--- config.mk ---
export PLATFORM = sky130hd
export DESIGN_NAME = complementary_pitch_filter
export DESIGN_NICKNAME = d
export VERILOG_FILES = /design/src/rtl/core/cpf_pkg.sv /design/src/rtl/core/cpf_div.sv /design/src/rtl/core/cpf_datapath.sv /design/src/rtl/core/cpf_ctrl.sv /design/src/rtl/core/complementary_pitch_filter.sv
export SDC_FILE = /design/constraint.sdc
export NUM_CORES = 2
export LEC_CHECK = 0
export ABC_AREA = 1
export BUFFER_PORTS_ARGS = -buffer_cell sky130_fd_sc_hd__buf_4
export CAP_MARGIN = 20
export CORE_MARGIN = 2
export CORE_UTILIZATION = 45
export CTS_BUF_LIST = sky130_fd_sc_hd__clkbuf_16
export CTS_CLUSTER_SIZE = 20
export DETAILED_ROUTE_END_ITERATION = 12
export GPL_ROUTABILITY_DRIVEN = 0
export GPL_TIMING_DRIVEN = 0
export PLACE_DENSITY = 0.63
export SLEW_MARGIN = 20
export SYNTH_ARGS = -nofsm -noshare
export SYNTH_HDL_FRONTEND = slang
export SYNTH_SLANG_ARGS = --single-unit
--- constraint.sdc ---
create_clock -name i_clk -period 20.1 [get_ports i_clk]
set_input_delay 0 -clock i_clk [delete_from_list [all_inputs] [get_ports i_clk]]
set_output_delay 0 -clock i_clk [all_outputs]
set_load 0.01 [all_outputs]
--- src/rtl/core/cpf_pkg.sv ---
package cpf_pkg;

    localparam int CFG_IDX_W  = 3;
    localparam int CFG_DATA_W = 16;

    localparam logic [CFG_IDX_W-1:0] CFG_ALPHA       = 3'd0;
    localparam logic [CFG_IDX_W-1:0] CFG_GYRO_DIV    = 3'd1;
    localparam logic [CFG_IDX_W-1:0] CFG_G_SQUARED   = 3'd2;
    localparam logic [CFG_IDX_W-1:0] CFG_ACCEL_THR   = 3'd3;
    localparam logic [CFG_IDX_W-1:0] CFG_FIRST_ORDER = 3'd4;

    localparam logic [9:0]  ALPHA_RST     = 10'd10;
    localparam logic [14:0] GYRO_DIV_RST  = 15'd1;
    localparam logic [14:0] G_SQUARED_RST = 15'd3969;
    localparam logic [15:0] ACCEL_THR_RST = 16'd5953;

    localparam int BLEND_FULL = 512;
    localparam int BLEND_SH   = 9;
    localparam int BLEND_W    = 27;
    localparam int RECIP6     = 43691;
    localparam int RECIP6_SH  = 18;
    localparam int MUL_W      = 18;

    localparam int DIV_N = 32;
    localparam int DIV_D = 15;

    typedef struct packed {
        logic signed [15:0] accel_x;
        logic signed [15:0] accel_y;
        logic signed [15:0] accel_z;
        logic signed [15:0] gyro_y;
    } t_in_word;

    typedef struct packed {
        logic signed [15:0] pitch;
        logic               accel_used;
    } t_out_word;

    typedef enum logic [3:0] {
        OP_NONE,
        OP_SQ,
        OP_GTERM,
        OP_MQ6,
        OP_MCOR,
        OP_CDIV,
        OP_CSAT,
        OP_MB1,
        OP_MB2,
        OP_MB3,
        OP_FIN
    } t_dp_op;

    typedef struct packed {
        logic   load;
        t_dp_op op;
    } t_dp_cmd;

    typedef struct packed {
        logic div_busy;
        logic used;
        logic first_order;
        logic out_free;
    } t_dp_status;

    function automatic logic signed [15:0] sat16(input logic signed [17:0] v);
        logic signed [15:0] r;
        if (v > 18'sd32767) begin
            r = 16'sh7FFF;
        end else if (v < -18'sd32768) begin
            r = 16'sh8000;
        end else begin
            r = v[15:0];
        end
        return r;
    endfunction

endpackage

--- src/rtl/core/cpf_div.sv ---
module cpf_div
    import cpf_pkg::*;
#(
    parameter int DIVIDEND_W = DIV_N,
    parameter int DIVISOR_W  = DIV_D
) (
    input  logic                  i_clk,
    input  logic                  i_rst_n,
    input  logic                  i_start,
    input  logic [DIVIDEND_W-1:0] i_dividend,
    input  logic [DIVISOR_W-1:0]  i_divisor,
    output logic                  o_busy,
    output logic [DIVIDEND_W-1:0] o_quotient
);

    localparam int CNT_W = $clog2(DIVIDEND_W + 1);

    logic [CNT_W-1:0]      r_count;
    logic [DIVIDEND_W-1:0] r_quo;
    logic [DIVISOR_W-1:0]  r_rem;
    logic [DIVISOR_W-1:0]  r_divisor;
    logic [DIVISOR_W:0]    shifted;
    logic [DIVISOR_W:0]    diff;

    // one restoring step per cycle, msb first
    assign shifted = {r_rem, r_quo[DIVIDEND_W-1]};
    assign diff    = shifted - {1'b0, r_divisor};

    always_ff @(posedge i_clk) begin
        if (!i_rst_n) begin
            r_count <= '0;
        end else if (i_start) begin
            r_count <= CNT_W'(DIVIDEND_W);
        end else if (r_count != '0) begin
            r_count <= r_count - 1'b1;
        end
    end

    always_ff @(posedge i_clk) begin
        if (i_start) begin
            r_quo     <= i_dividend;
            r_rem     <= '0;
            r_divisor <= i_divisor;
        end else if (r_count != '0) begin
            if (!diff[DIVISOR_W]) begin
                r_rem <= diff[DIVISOR_W-1:0];
                r_quo <= {r_quo[DIVIDEND_W-2:0], 1'b1};
            end else begin
                r_rem <= shifted[DIVISOR_W-1:0];
                r_quo <= {r_quo[DIVIDEND_W-2:0], 1'b0};
            end
        end
    end

    assign o_busy     = (r_count != '0);
    assign o_quotient = r_quo;

endmodule

--- src/rtl/core/cpf_datapath.sv ---
module cpf_datapath
    import cpf_pkg::*;
(
    input  logic                  i_clk,
    input  logic                  i_rst_n,
    input  logic                  i_cfg_we,
    input  logic [CFG_IDX_W-1:0]  i_cfg_index,
    input  logic [CFG_DATA_W-1:0] i_cfg_data,
    input  t_in_word              i_in_data,
    input  logic                  i_out_stall,
    input  t_dp_cmd               i_cmd,
    output t_dp_status            o_status,
    output logic                  o_out_valid,
    output t_out_word             o_out_data
);

    localparam int BQ_W = BLEND_W - BLEND_SH;

    logic [9:0]  r_alpha;
    logic [14:0] r_gdiv;
    logic [14:0] r_g2;
    logic [15:0] r_thr;
    logic        r_first;

    logic signed [15:0] r_pitch;
    logic signed [7:0]  r_ax;
    logic signed [7:0]  r_ay;
    logic signed [7:0]  r_az;
    logic signed [15:0] r_gy;
    logic [14:0]        r_ax2;
    logic [16:0]        r_a2;
    logic               r_used;
    logic signed [15:0] r_gterm;
    logic signed [15:0] r_acc;
    logic signed [2*MUL_W-1:0] r_prod;
    logic signed [BLEND_W-1:0] r_blend;
    logic               r_out_valid;
    t_out_word          r_out;

    logic signed [15:0] sq_x;
    logic signed [15:0] sq_y;
    logic signed [15:0] sq_z;
    logic [9:0]         alpha_eff;
    logic [9:0]         alpha_inv;
    logic [14:0]        gdiv_eff;
    logic [14:0]        g2_eff;
    logic [11:0]        q6;
    logic [15:0]        cor_fac;
    logic [15:0]        acc_mag;
    logic [15:0]        gy_mag;
    logic [17:0]        gq_ext;
    logic [17:0]        gq;
    logic signed [17:0] gsum;
    logic signed [15:0] csat;
    logic signed [BQ_W-1:0] bq;
    logic signed [15:0] new_pitch;
    logic signed [MUL_W-1:0]   mul_a;
    logic signed [MUL_W-1:0]   mul_b;
    logic signed [2*MUL_W-1:0] mul_p;
    logic               div_start;
    logic [DIV_N-1:0]   div_dividend;
    logic [DIV_D-1:0]   div_divisor;
    logic               div_busy;
    logic [DIV_N-1:0]   div_quo;
    logic               out_take;

    // configuration
    always_ff @(posedge i_clk) begin
        if (!i_rst_n) begin
            r_alpha <= ALPHA_RST;
            r_gdiv  <= GYRO_DIV_RST;
            r_g2    <= G_SQUARED_RST;
            r_thr   <= ACCEL_THR_RST;
            r_first <= 1'b0;
        end else if (i_cfg_we) begin
            case (i_cfg_index)
                CFG_ALPHA:       r_alpha <= i_cfg_data[9:0];
                CFG_GYRO_DIV:    r_gdiv  <= i_cfg_data[14:0];
                CFG_G_SQUARED:   r_g2    <= i_cfg_data[14:0];
                CFG_ACCEL_THR:   r_thr   <= i_cfg_data;
                CFG_FIRST_ORDER: r_first <= i_cfg_data[0];
                default: ;
            endcase
        end
    end

    assign sq_x = r_ax * r_ax;
    assign sq_y = r_ay * r_ay;
    assign sq_z = r_az * r_az;

    assign alpha_eff = (r_alpha > 10'(BLEND_FULL)) ? 10'(BLEND_FULL) : r_alpha;
    assign alpha_inv = 10'(BLEND_FULL) - alpha_eff;
    assign gdiv_eff  = (r_gdiv == '0) ? 15'd1 : r_gdiv;
    assign g2_eff    = (r_g2 == '0) ? 15'd1 : r_g2;

    // ax^2 / 6 by reciprocal
    assign q6      = r_prod[RECIP6_SH +: 12];
    assign cor_fac = {1'b0, g2_eff} + {4'b0, q6};
    assign acc_mag = r_acc[15] ? 16'(17'd0 - {r_acc[15], r_acc}) : r_acc;
    assign gy_mag  = r_gy[15] ? 16'(17'd0 - {r_gy[15], r_gy}) : r_gy;

    // gyro term
    assign gq_ext = {2'b0, div_quo[15:0]};
    assign gq     = r_gy[15] ? (18'd0 - gq_ext) : gq_ext;
    assign gsum   = 18'(r_pitch) + $signed(gq);

    // corrected accelerometer term
    always_comb begin
        if (r_acc[15]) begin
            csat = (div_quo > DIV_N'(32768)) ? 16'sh8000 : 16'(DIV_N'(0) - div_quo);
        end else begin
            csat = (div_quo > DIV_N'(32767)) ? 16'sh7FFF : div_quo[15:0];
        end
    end

    // blend divided by 512, toward zero
    assign bq = r_blend[BLEND_W-1:BLEND_SH]
              + BQ_W'(r_blend[BLEND_W-1] && (r_blend[BLEND_SH-1:0] != '0));
    assign new_pitch = r_used ? sat16(bq) : r_gterm;

    always_comb begin
        mul_a = '0;
        mul_b = '0;
        case (i_cmd.op)
            OP_MQ6: begin
                mul_a = MUL_W'(r_ax2);
                mul_b = MUL_W'(RECIP6);
            end
            OP_MCOR: begin
                mul_a = MUL_W'(acc_mag);
                mul_b = MUL_W'(cor_fac);
            end
            OP_MB1: begin
                mul_a = MUL_W'(alpha_inv);
                mul_b = MUL_W'(r_gterm);
            end
            OP_MB2: begin
                mul_a = MUL_W'(alpha_eff);
                mul_b = MUL_W'(r_acc);
            end
            default: ;
        endcase
    end

    assign mul_p = mul_a * mul_b;

    assign div_start    = (i_cmd.op == OP_SQ) || (i_cmd.op == OP_CDIV);
    assign div_dividend = (i_cmd.op == OP_SQ) ? DIV_N'(gy_mag) : r_prod[DIV_N-1:0];
    assign div_divisor  = (i_cmd.op == OP_SQ) ? gdiv_eff : g2_eff;

    cpf_div #(
        .DIVIDEND_W (DIV_N),
        .DIVISOR_W  (DIV_D)
    ) u_div (
        .i_clk      (i_clk),
        .i_rst_n    (i_rst_n),
        .i_start    (div_start),
        .i_dividend (div_dividend),
        .i_divisor  (div_divisor),
        .o_busy     (div_busy),
        .o_quotient (div_quo)
    );

    always_ff @(posedge i_clk) begin
        if (i_cmd.load) begin
            r_ax <= i_in_data.accel_x[15:8];
            r_ay <= i_in_data.accel_y[15:8];
            r_az <= i_in_data.accel_z[15:8];
            r_gy <= i_in_data.gyro_y;
        end
        case (i_cmd.op)
            OP_SQ: begin
                r_ax2 <= sq_x[14:0];
                r_a2  <= 17'(sq_x[14:0]) + 17'(sq_y[14:0]) + 17'(sq_z[14:0]);
            end
            OP_GTERM: begin
                r_gterm <= sat16(gsum);
                r_used  <= (r_a2 < {1'b0, r_thr});
                r_acc   <= {r_ax, 8'h00};
            end
            OP_MQ6, OP_MCOR, OP_MB1: r_prod <= mul_p;
            OP_CSAT: r_acc <= csat;
            OP_MB2: begin
                r_blend <= r_prod[BLEND_W-1:0];
                r_prod  <= mul_p;
            end
            OP_MB3: r_blend <= r_blend - r_prod[BLEND_W-1:0];
            OP_FIN: begin
                r_out.pitch      <= new_pitch;
                r_out.accel_used <= r_used;
            end
            default: ;
        endcase
    end

    assign out_take = r_out_valid && !i_out_stall;

    always_ff @(posedge i_clk) begin
        if (!i_rst_n) begin
            r_pitch     <= '0;
            r_out_valid <= 1'b0;
        end else if (i_cmd.op == OP_FIN) begin
            r_pitch     <= new_pitch;
            r_out_valid <= 1'b1;
        end else if (out_take) begin
            r_out_valid <= 1'b0;
        end
    end

    assign o_status.div_busy    = div_busy;
    assign o_status.used        = (r_a2 < {1'b0, r_thr});
    assign o_status.first_order = r_first;
    assign o_status.out_free    = !r_out_valid || !i_out_stall;

    assign o_out_valid = r_out_valid;
    assign o_out_data  = r_out;

endmodule

--- src/rtl/core/cpf_ctrl.sv ---
module cpf_ctrl
    import cpf_pkg::*;
(
    input  logic       i_clk,
    input  logic       i_rst_n,
    input  logic       i_valid,
    input  t_dp_status i_status,
    output logic       o_stall,
    output t_dp_cmd    o_cmd
);

    typedef enum logic [3:0] {
        S_IDLE,
        S_SQ,
        S_GWAIT,
        S_GTERM,
        S_MQ6,
        S_MCOR,
        S_CDIV,
        S_CWAIT,
        S_CSAT,
        S_MB1,
        S_MB2,
        S_MB3,
        S_FIN
    } t_state;

    t_state r_state;
    t_state n_state;

    always_comb begin
        n_state    = r_state;
        o_cmd.load = 1'b0;
        o_cmd.op   = OP_NONE;
        case (r_state)
            S_IDLE: begin
                if (i_valid) begin
                    o_cmd.load = 1'b1;
                    n_state    = S_SQ;
                end
            end
            S_SQ: begin
                o_cmd.op = OP_SQ;
                n_state  = S_GWAIT;
            end
            S_GWAIT: begin
                if (!i_status.div_busy) begin
                    n_state = S_GTERM;
                end
            end
            S_GTERM: begin
                o_cmd.op = OP_GTERM;
                if (!i_status.used) begin
                    n_state = S_FIN;
                end else if (i_status.first_order) begin
                    n_state = S_MB1;
                end else begin
                    n_state = S_MQ6;
                end
            end
            S_MQ6: begin
                o_cmd.op = OP_MQ6;
                n_state  = S_MCOR;
            end
            S_MCOR: begin
                o_cmd.op = OP_MCOR;
                n_state  = S_CDIV;
            end
            S_CDIV: begin
                o_cmd.op = OP_CDIV;
                n_state  = S_CWAIT;
            end
            S_CWAIT: begin
                if (!i_status.div_busy) begin
                    n_state = S_CSAT;
                end
            end
            S_CSAT: begin
                o_cmd.op = OP_CSAT;
                n_state  = S_MB1;
            end
            S_MB1: begin
                o_cmd.op = OP_MB1;
                n_state  = S_MB2;
            end
            S_MB2: begin
                o_cmd.op = OP_MB2;
                n_state  = S_MB3;
            end
            S_MB3: begin
                o_cmd.op = OP_MB3;
                n_state  = S_FIN;
            end
            S_FIN: begin
                // hold until the output register is free
                if (i_status.out_free) begin
                    o_cmd.op = OP_FIN;
                    n_state  = S_IDLE;
                end
            end
            default: n_state = S_IDLE;
        endcase
    end

    always_ff @(posedge i_clk) begin
        if (!i_rst_n) begin
            r_state <= S_IDLE;
        end else begin
            r_state <= n_state;
        end
    end

    assign o_stall = (r_state != S_IDLE);

endmodule

--- src/rtl/core/complementary_pitch_filter.sv ---
// channel   direction  handshake               word
// sample    in         i_valid / o_stall       i_data  (t_in_word)
// result    out        o_valid / i_stall       o_data  (t_out_word)
// config    in         i_cfg_we                i_cfg_index, i_cfg_data
//
// one word at a time; the result is registered in the final step and o_stall drops
// at that same edge. the shared 32-step restoring divider runs once when the
// accelerometer is not blended or takes the first-order blend, and twice with
// the second-order correction.
// synchronous active-low reset clears the stored pitch and loads register defaults.
// a waiting result in the output register does not block the next sample;
// only the final step waits while i_stall holds the previous word.
module complementary_pitch_filter
    import cpf_pkg::*;
(
    input  logic                  i_clk,
    input  logic                  i_rst_n,
    input  logic                  i_valid,
    output logic                  o_stall,
    input  t_in_word              i_data,
    output logic                  o_valid,
    input  logic                  i_stall,
    output t_out_word             o_data,
    input  logic                  i_cfg_we,
    input  logic [CFG_IDX_W-1:0]  i_cfg_index,
    input  logic [CFG_DATA_W-1:0] i_cfg_data
);

    t_dp_cmd    cmd;
    t_dp_status status;

    cpf_ctrl u_ctrl (
        .i_clk    (i_clk),
        .i_rst_n  (i_rst_n),
        .i_valid  (i_valid),
        .i_status (status),
        .o_stall  (o_stall),
        .o_cmd    (cmd)
    );

    cpf_datapath u_datapath (
        .i_clk       (i_clk),
        .i_rst_n     (i_rst_n),
        .i_cfg_we    (i_cfg_we),
        .i_cfg_index (i_cfg_index),
        .i_cfg_data  (i_cfg_data),
        .i_in_data   (i_data),
        .i_out_stall (i_stall),
        .i_cmd       (cmd),
        .o_status    (status),
        .o_out_valid (o_valid),
        .o_out_data  (o_data)
    );

endmodule

Yosys cells after proc, flatten, opt, wreduce, memory -nomap -nowiden
Cells that the tools add are included.
{ "totals": {"input_bits": 88, "rom_bits": 0, "mem_count": 0, "latchBits": 0, "register_bits": 327, "ramBits": 0} }
{ "classes": {"muxes": 38, "multipliers": 4, "reduce_logical": 25, "addsub": 13, "n_eq_ne": 30, "bitwise_logic": 1, "shift": 0, "div": 0, "magnitude_cmp": 8} }
{ "ops": {"columns": ["op", "n"], "rows": [
  ["$mux W16", 9],
  ["$mux W32", 3],
  ["$pmux W18 S4", 1],
  ["$pmux W16 S4", 1],
  ["$mux W15", 4],
  ["$pmux W27 S2", 1],
  ["$pmux W4 S13", 1],
  ["$sub A1 B16 Y16 const A", 3],
  ["$mul A8 B8 Y15", 3],
  ["$pmux W4 S10", 1],
  ["$gt A18 B16 Y1 const B", 2],
  ["$lt A18 B16 Y1 const B", 2],
  ["$eq A4 B3 Y1 const B", 8],
  ["$eq A4 B4 Y1 const B", 8],
  ["$gt A32 B15 Y1 const B", 1],
  ["$gt A32 B16 Y1 const B", 1],
  ["$mul A17 B18 Y32", 1],
  ["$pmux W16 S2", 1],
  ["$logic_not A15 Y1", 2],
  ["$mux W4", 7],
  ["$sub A27 B27 Y27", 1],
  ["$add A16 B18 Y18", 1],
  ["$add A18 B1 Y18", 1],
  ["$mux W18", 1],
  ["other kinds (32)", 55]
]} }

Logic depth before layout (Yosys ltp)
{ "depth": {"ltp_word": 7, "depth_mapped": 39, "depth_no_buf": 38} }

Hierarchy
From an unflattened synthesis, not the netlist that was laid out.
{ "hier_totals": {"cells_unflattened": 4771, "area_unflattened_um2": 37533.5} }
{ "modules_own_cells": {"columns": ["mod", "seq_area_each_um2", "cells_per_inst", "instances", "area_each_um2"], "rows": [
  ["cpf_datapath", 6886.6, 4167, 1, 32911.6],
  ["cpf_div", 1831.8, 530, 1, 4210.3],
  ["cpf_ctrl", 80.1, 74, 1, 411.6]
]} }

Worst setup path after synthesis
Ideal clock, no wire load.
{ "synth_timing": {"path_kind": "register to register", "startpoint": "register u_datapath.r_g2[10]", "endpoint": "register u_datapath.r_prod[18], data pin", "stages_incl_launch_ff": 31, "period_less_slack_ps": 6905, "slack_ps": 13195, "t_required_ps": 19835, "path_buffers": 0, "arrival_time_ps": 6640, "path_cell_list": "dfxtp_1 > inv_1 > nand4_1 > nor2_1 > a41o_1 > ha_1 > fa_1 > nand3_1 > nand2_1 > a21o_1 > or2_2 > nand3_1 > nand2_1 > and2_1 > fa_1 > inv_1 > fa_1 > fa_1 > inv_1 > fa_1 > fa_1 > inv_1 > fa_1 > inv_1 > ha_1 > a21o_1 > a21oi_1 > nand2_1 > a21oi_1 > o21ai_0 > xor2_1"} }
{ "synth_via": {"elab_chain_len": 5} }
{ "synth_rtl": {"columns": ["item", "line", "text"], "rows": [
  ["start, declared", "cpf_datapath.sv:21", "logic [14:0] r_g2;"],
  ["start signal, assigned", "cpf_datapath.sv:79", "CFG_G_SQUARED: r_g2 <= i_cfg_data[14:0];"],
  ["$logic_not A15 Y1", "cpf_datapath.sv:94", "assign g2_eff = (r_g2 == '0) ? 15'd1 : r_g2;"],
  ["$mux W15 (*)", "cpf_datapath.sv:94", null],
  ["$add A15 B12 Y16 (*)", "cpf_datapath.sv:98", "assign cor_fac = {1'b0, g2_eff} + {4'b0, q6};"],
  ["$pmux W18 S4 (*)", "cpf_datapath.sv:124", "case (i_cmd.op)"],
  ["$mul A17 B18 Y32 (*)", "cpf_datapath.sv:145", "assign mul_p = mul_a * mul_b;"],
  ["via u_datapath.mul_p[18]", "cpf_datapath.sv:59", "logic signed [2*MUL_W-1:0] mul_p;"],
  ["end signal, assigned", "cpf_datapath.sv:181", "OP_MQ6, OP_MCOR, OP_MB1: r_prod <= mul_p;"],
  ["end signal, assigned", "cpf_datapath.sv:185", "r_prod <= mul_p;"],
  ["end, declared", "cpf_datapath.sv:35", "logic signed [2*MUL_W-1:0] r_prod;"]
]} }
The timed path passes the listed nets; every way through them passes the cells marked *.
A chain may end at the register's enable or synchronous reset.

Final worst setup path
{ "layout_timing": {"startpoint": "register u_datapath.r_g2[10]", "endpoint": "register u_datapath.r_prod[31], data pin"} }
The elaborated chain is that of the path after synthesis.

==> flow_summary.toml <==
[clock_network]
ctsLongestPathBuffers = 3
cts_max_level = 2
cts_tree = "yes"
clock_latency_ns = 0.58
numCtsBuffers = 39
root_buffer = "clkbuf_16"
cts.sinks = 326
clkTransAtPathRegs_ns = 0.07
cts_resized = 0

[layout]
post-route-util_pct = 50.04
drive_gt1_share_pct = 6.788
fill_cells = 8150
area_growth_pct = 10.53
layout_common_cells = "1017 x nand2_1, 1007 x inv_1, 402 x fa_1"
n_antenna_cell = 0
layout_commonest_cell = "nand2_1"
nNetsFinal = 5767

[worst_hold_path]
hp-class = "in -> reg"

[critical_path]
cp_slowest_cell = "fa_1"
cp_slowest_stage_delay_ns = 0.59
arrival_ns = 8.56
r2r_end = "u_datapath.r_prod[31]"
worstSetupPathType = "reg -> reg"
path_depth = 35
worstSetupEndpointType = "flop"
critPathTopFamily = "adder cells"
endpoint = "u_datapath.r_prod[31]"
cp_max_fo = 5
required_ns = 20.38
cpMostUsedCell = "nand2_1"
reg2reg_slack_ns = 11.82
start_kind = "flop"
reg2reg_from = "u_datapath.r_g2[10]"
critPathLaunch = "u_datapath.r_g2[10]"
crit_buf_inv = 6
r2r_cells = 35

[sta]
holdWs_ns = 0.1420
setup_viol = 0
slew_viol_final = 0
finalSetupTns_ns = 0
hold_viol = 0
tightest_slew_ns = 0.8729
period_minus_slack_ns = 8.282
max_freq_mhz = 120.7
fin_skew_ns = 0.02843
rsz0062_at_grt = "no"
period_share_pct = 41.20
max_slew_margin_pct = 41.80

[logic_synthesis]
synth_ff_type = "edfxtp_1"
yosysWarnings = 0
synthCells = 4810
synth_cell_types = 68
ys_seq_area_share_pct = 23.33
syn-cell-area_sq_um = 37710
synth_area_leaders = "fa_1 21%, edfxtp_1 18%, nand2_1 10%"
yosysTopAreaCellShare_pct = 21.34
avgSynthCellArea_sq_um = 7.840
ys_seq_elements = 326
synth_edf_count = 227
synth.largest_area_cell = "fa_1"
synth-async-reset-ratio_pct = 0

[placed_design]
hpwl_mm = 89.69
io_buffers = 81

[status]
run_status = "finished, final reports clean"

[floorplan]
coreArea_sq_um = 83290
dieArea_sq_um = 86130
die_h_um = 293.5
rows = 106
die_w_um = 293.5
start_util_pct = 45.28
pin_count = 107

[run]
cap_violations = 0

[global_routing]
grt_overflow = 0
grt_antenna_before_repair = 0
grt_pass1_wl_mm = 172.4
grt_max_degree = 41
grt_usage_pct = 25.57
grt_pass1_vias = 32000

[route]
viasPerCell = 5.231
routed_wl_mm = 108.3
wl_per_cell_um = 17.70
num_vias = 32000
antenna_left = 0
drt_iter0_markers = 2363
dr.pass1.iters = 6
drc = 0
-- what timing repair did --
item / in CTS / in global routing
hold buffers: 66 / 0
endpoints found under the hold margin: 119 / 0
buffers inserted: 0 / 0
-- flip-flops by register name (all words and copies together) (netlist names), 17 cells and up --
register and flops:
u_datapath.r_a2 17, u_datapath.r_blend 27, u_datapath.r_prod 32, u_datapath.u_div.o_quotient 32, u_datapath.o_out_data 17
-- final cells by class --
type	count	area, sq um	area share, %
clock inverter	30	181.4	0.4353
tap	1080	1351	3.242
clock buffer	42	1051	2.522
sequential	326	8798	21.11
timing repair buffer	150	1336	3.206
multi-input combinational	3333	24440	58.63
buffer	134	684.4	1.642
inverter	1023	3842	9.219
-- routing by layer --
layer / GRT usage (%) / vias to the layer above / wire, um
met3: 4.228 / 258 / 8117
li1: - / 15390 / -
met5: 0 / - / 0
met4: 10.23 / 0 / 4959
met1: 33.21 / 15250 / 45210
met2: 42.51 / 1103 / 49990
-- worst register-to-register path, delay by kind of cell, from the launching register on --
family / cells / cell delay (ns)
buffers and inverters: 6 / 0.64
AO/OA/AOI/OAI: 2 / 0.60
adder cells (fa/ha/maj): 9 / 4.18
flip-flops: 1 / 0.36
AND/OR/NAND/NOR: 18 / 2.21
-- how the worst min path moves through the flow --
stage,depth (start not counted),to,slack (ns),from
5_1_grt,2,u_datapath.r_ay[6],0.14,i_data[46]
4_1_cts,2,u_datapath.r_ay[4],0.11,i_data[44]
3_3_place_gp,1,u_datapath.r_ay[3],0.18,i_data[43]
6_report,2,u_datapath.r_ay[4],0.14,i_data[44]
2_1_floorplan,0,u_datapath.r_ax[0],0.1,i_data[56]
3_5_place_dp,1,u_datapath.r_ax[3],0.18,i_data[59]
-- per-stage QoR --
| stage | setup slack, ns | instances | cell area [sq um] |
|---|---|---|---|
| finish | 11.82 | 6118 | 41680 |
| global route | 11.44 | 6118 | 41680 |
| CTS | 11.84 | 6118 | 41680 |
| detailed placement | 11.88 | 5980 | 39790 |
| global placement | 11.92 | 5977 | 39690 |
| floorplan | 13.19 | 4816 | 37730 |
-- logic make-up (layout without fill, tap and decap cells) --
family                     Yosys count  after routing  synth area share (%)
other                                2              8               0.01991
and+or+nand+nor                   1843           1843                 20.90
DFF                                326            326                 23.33
adders and majority gates          672            672                 30.30
xor gates and xnor gates           173            173                 4.018
buffers and inverters             1157           1379                 12.00
AOI/OAI and AO/OA                  637            637                 9.426
-- cell usage after synthesis, types with 83 or more instances --
library cell / number
a21oi_1: 258
clkbuf_1: 83
dfxtp_1: 99
edfxtp_1: 227
fa_1: 402
ha_1: 270
inv_1: 995
nand2_1: 1019
nand3_1: 217
nor2_1: 386
o21ai_0: 259
xor2_1: 107
Power is not shown: default switching activity piles up to over one toggle a cycle in this logic, so the estimate is an artifact.
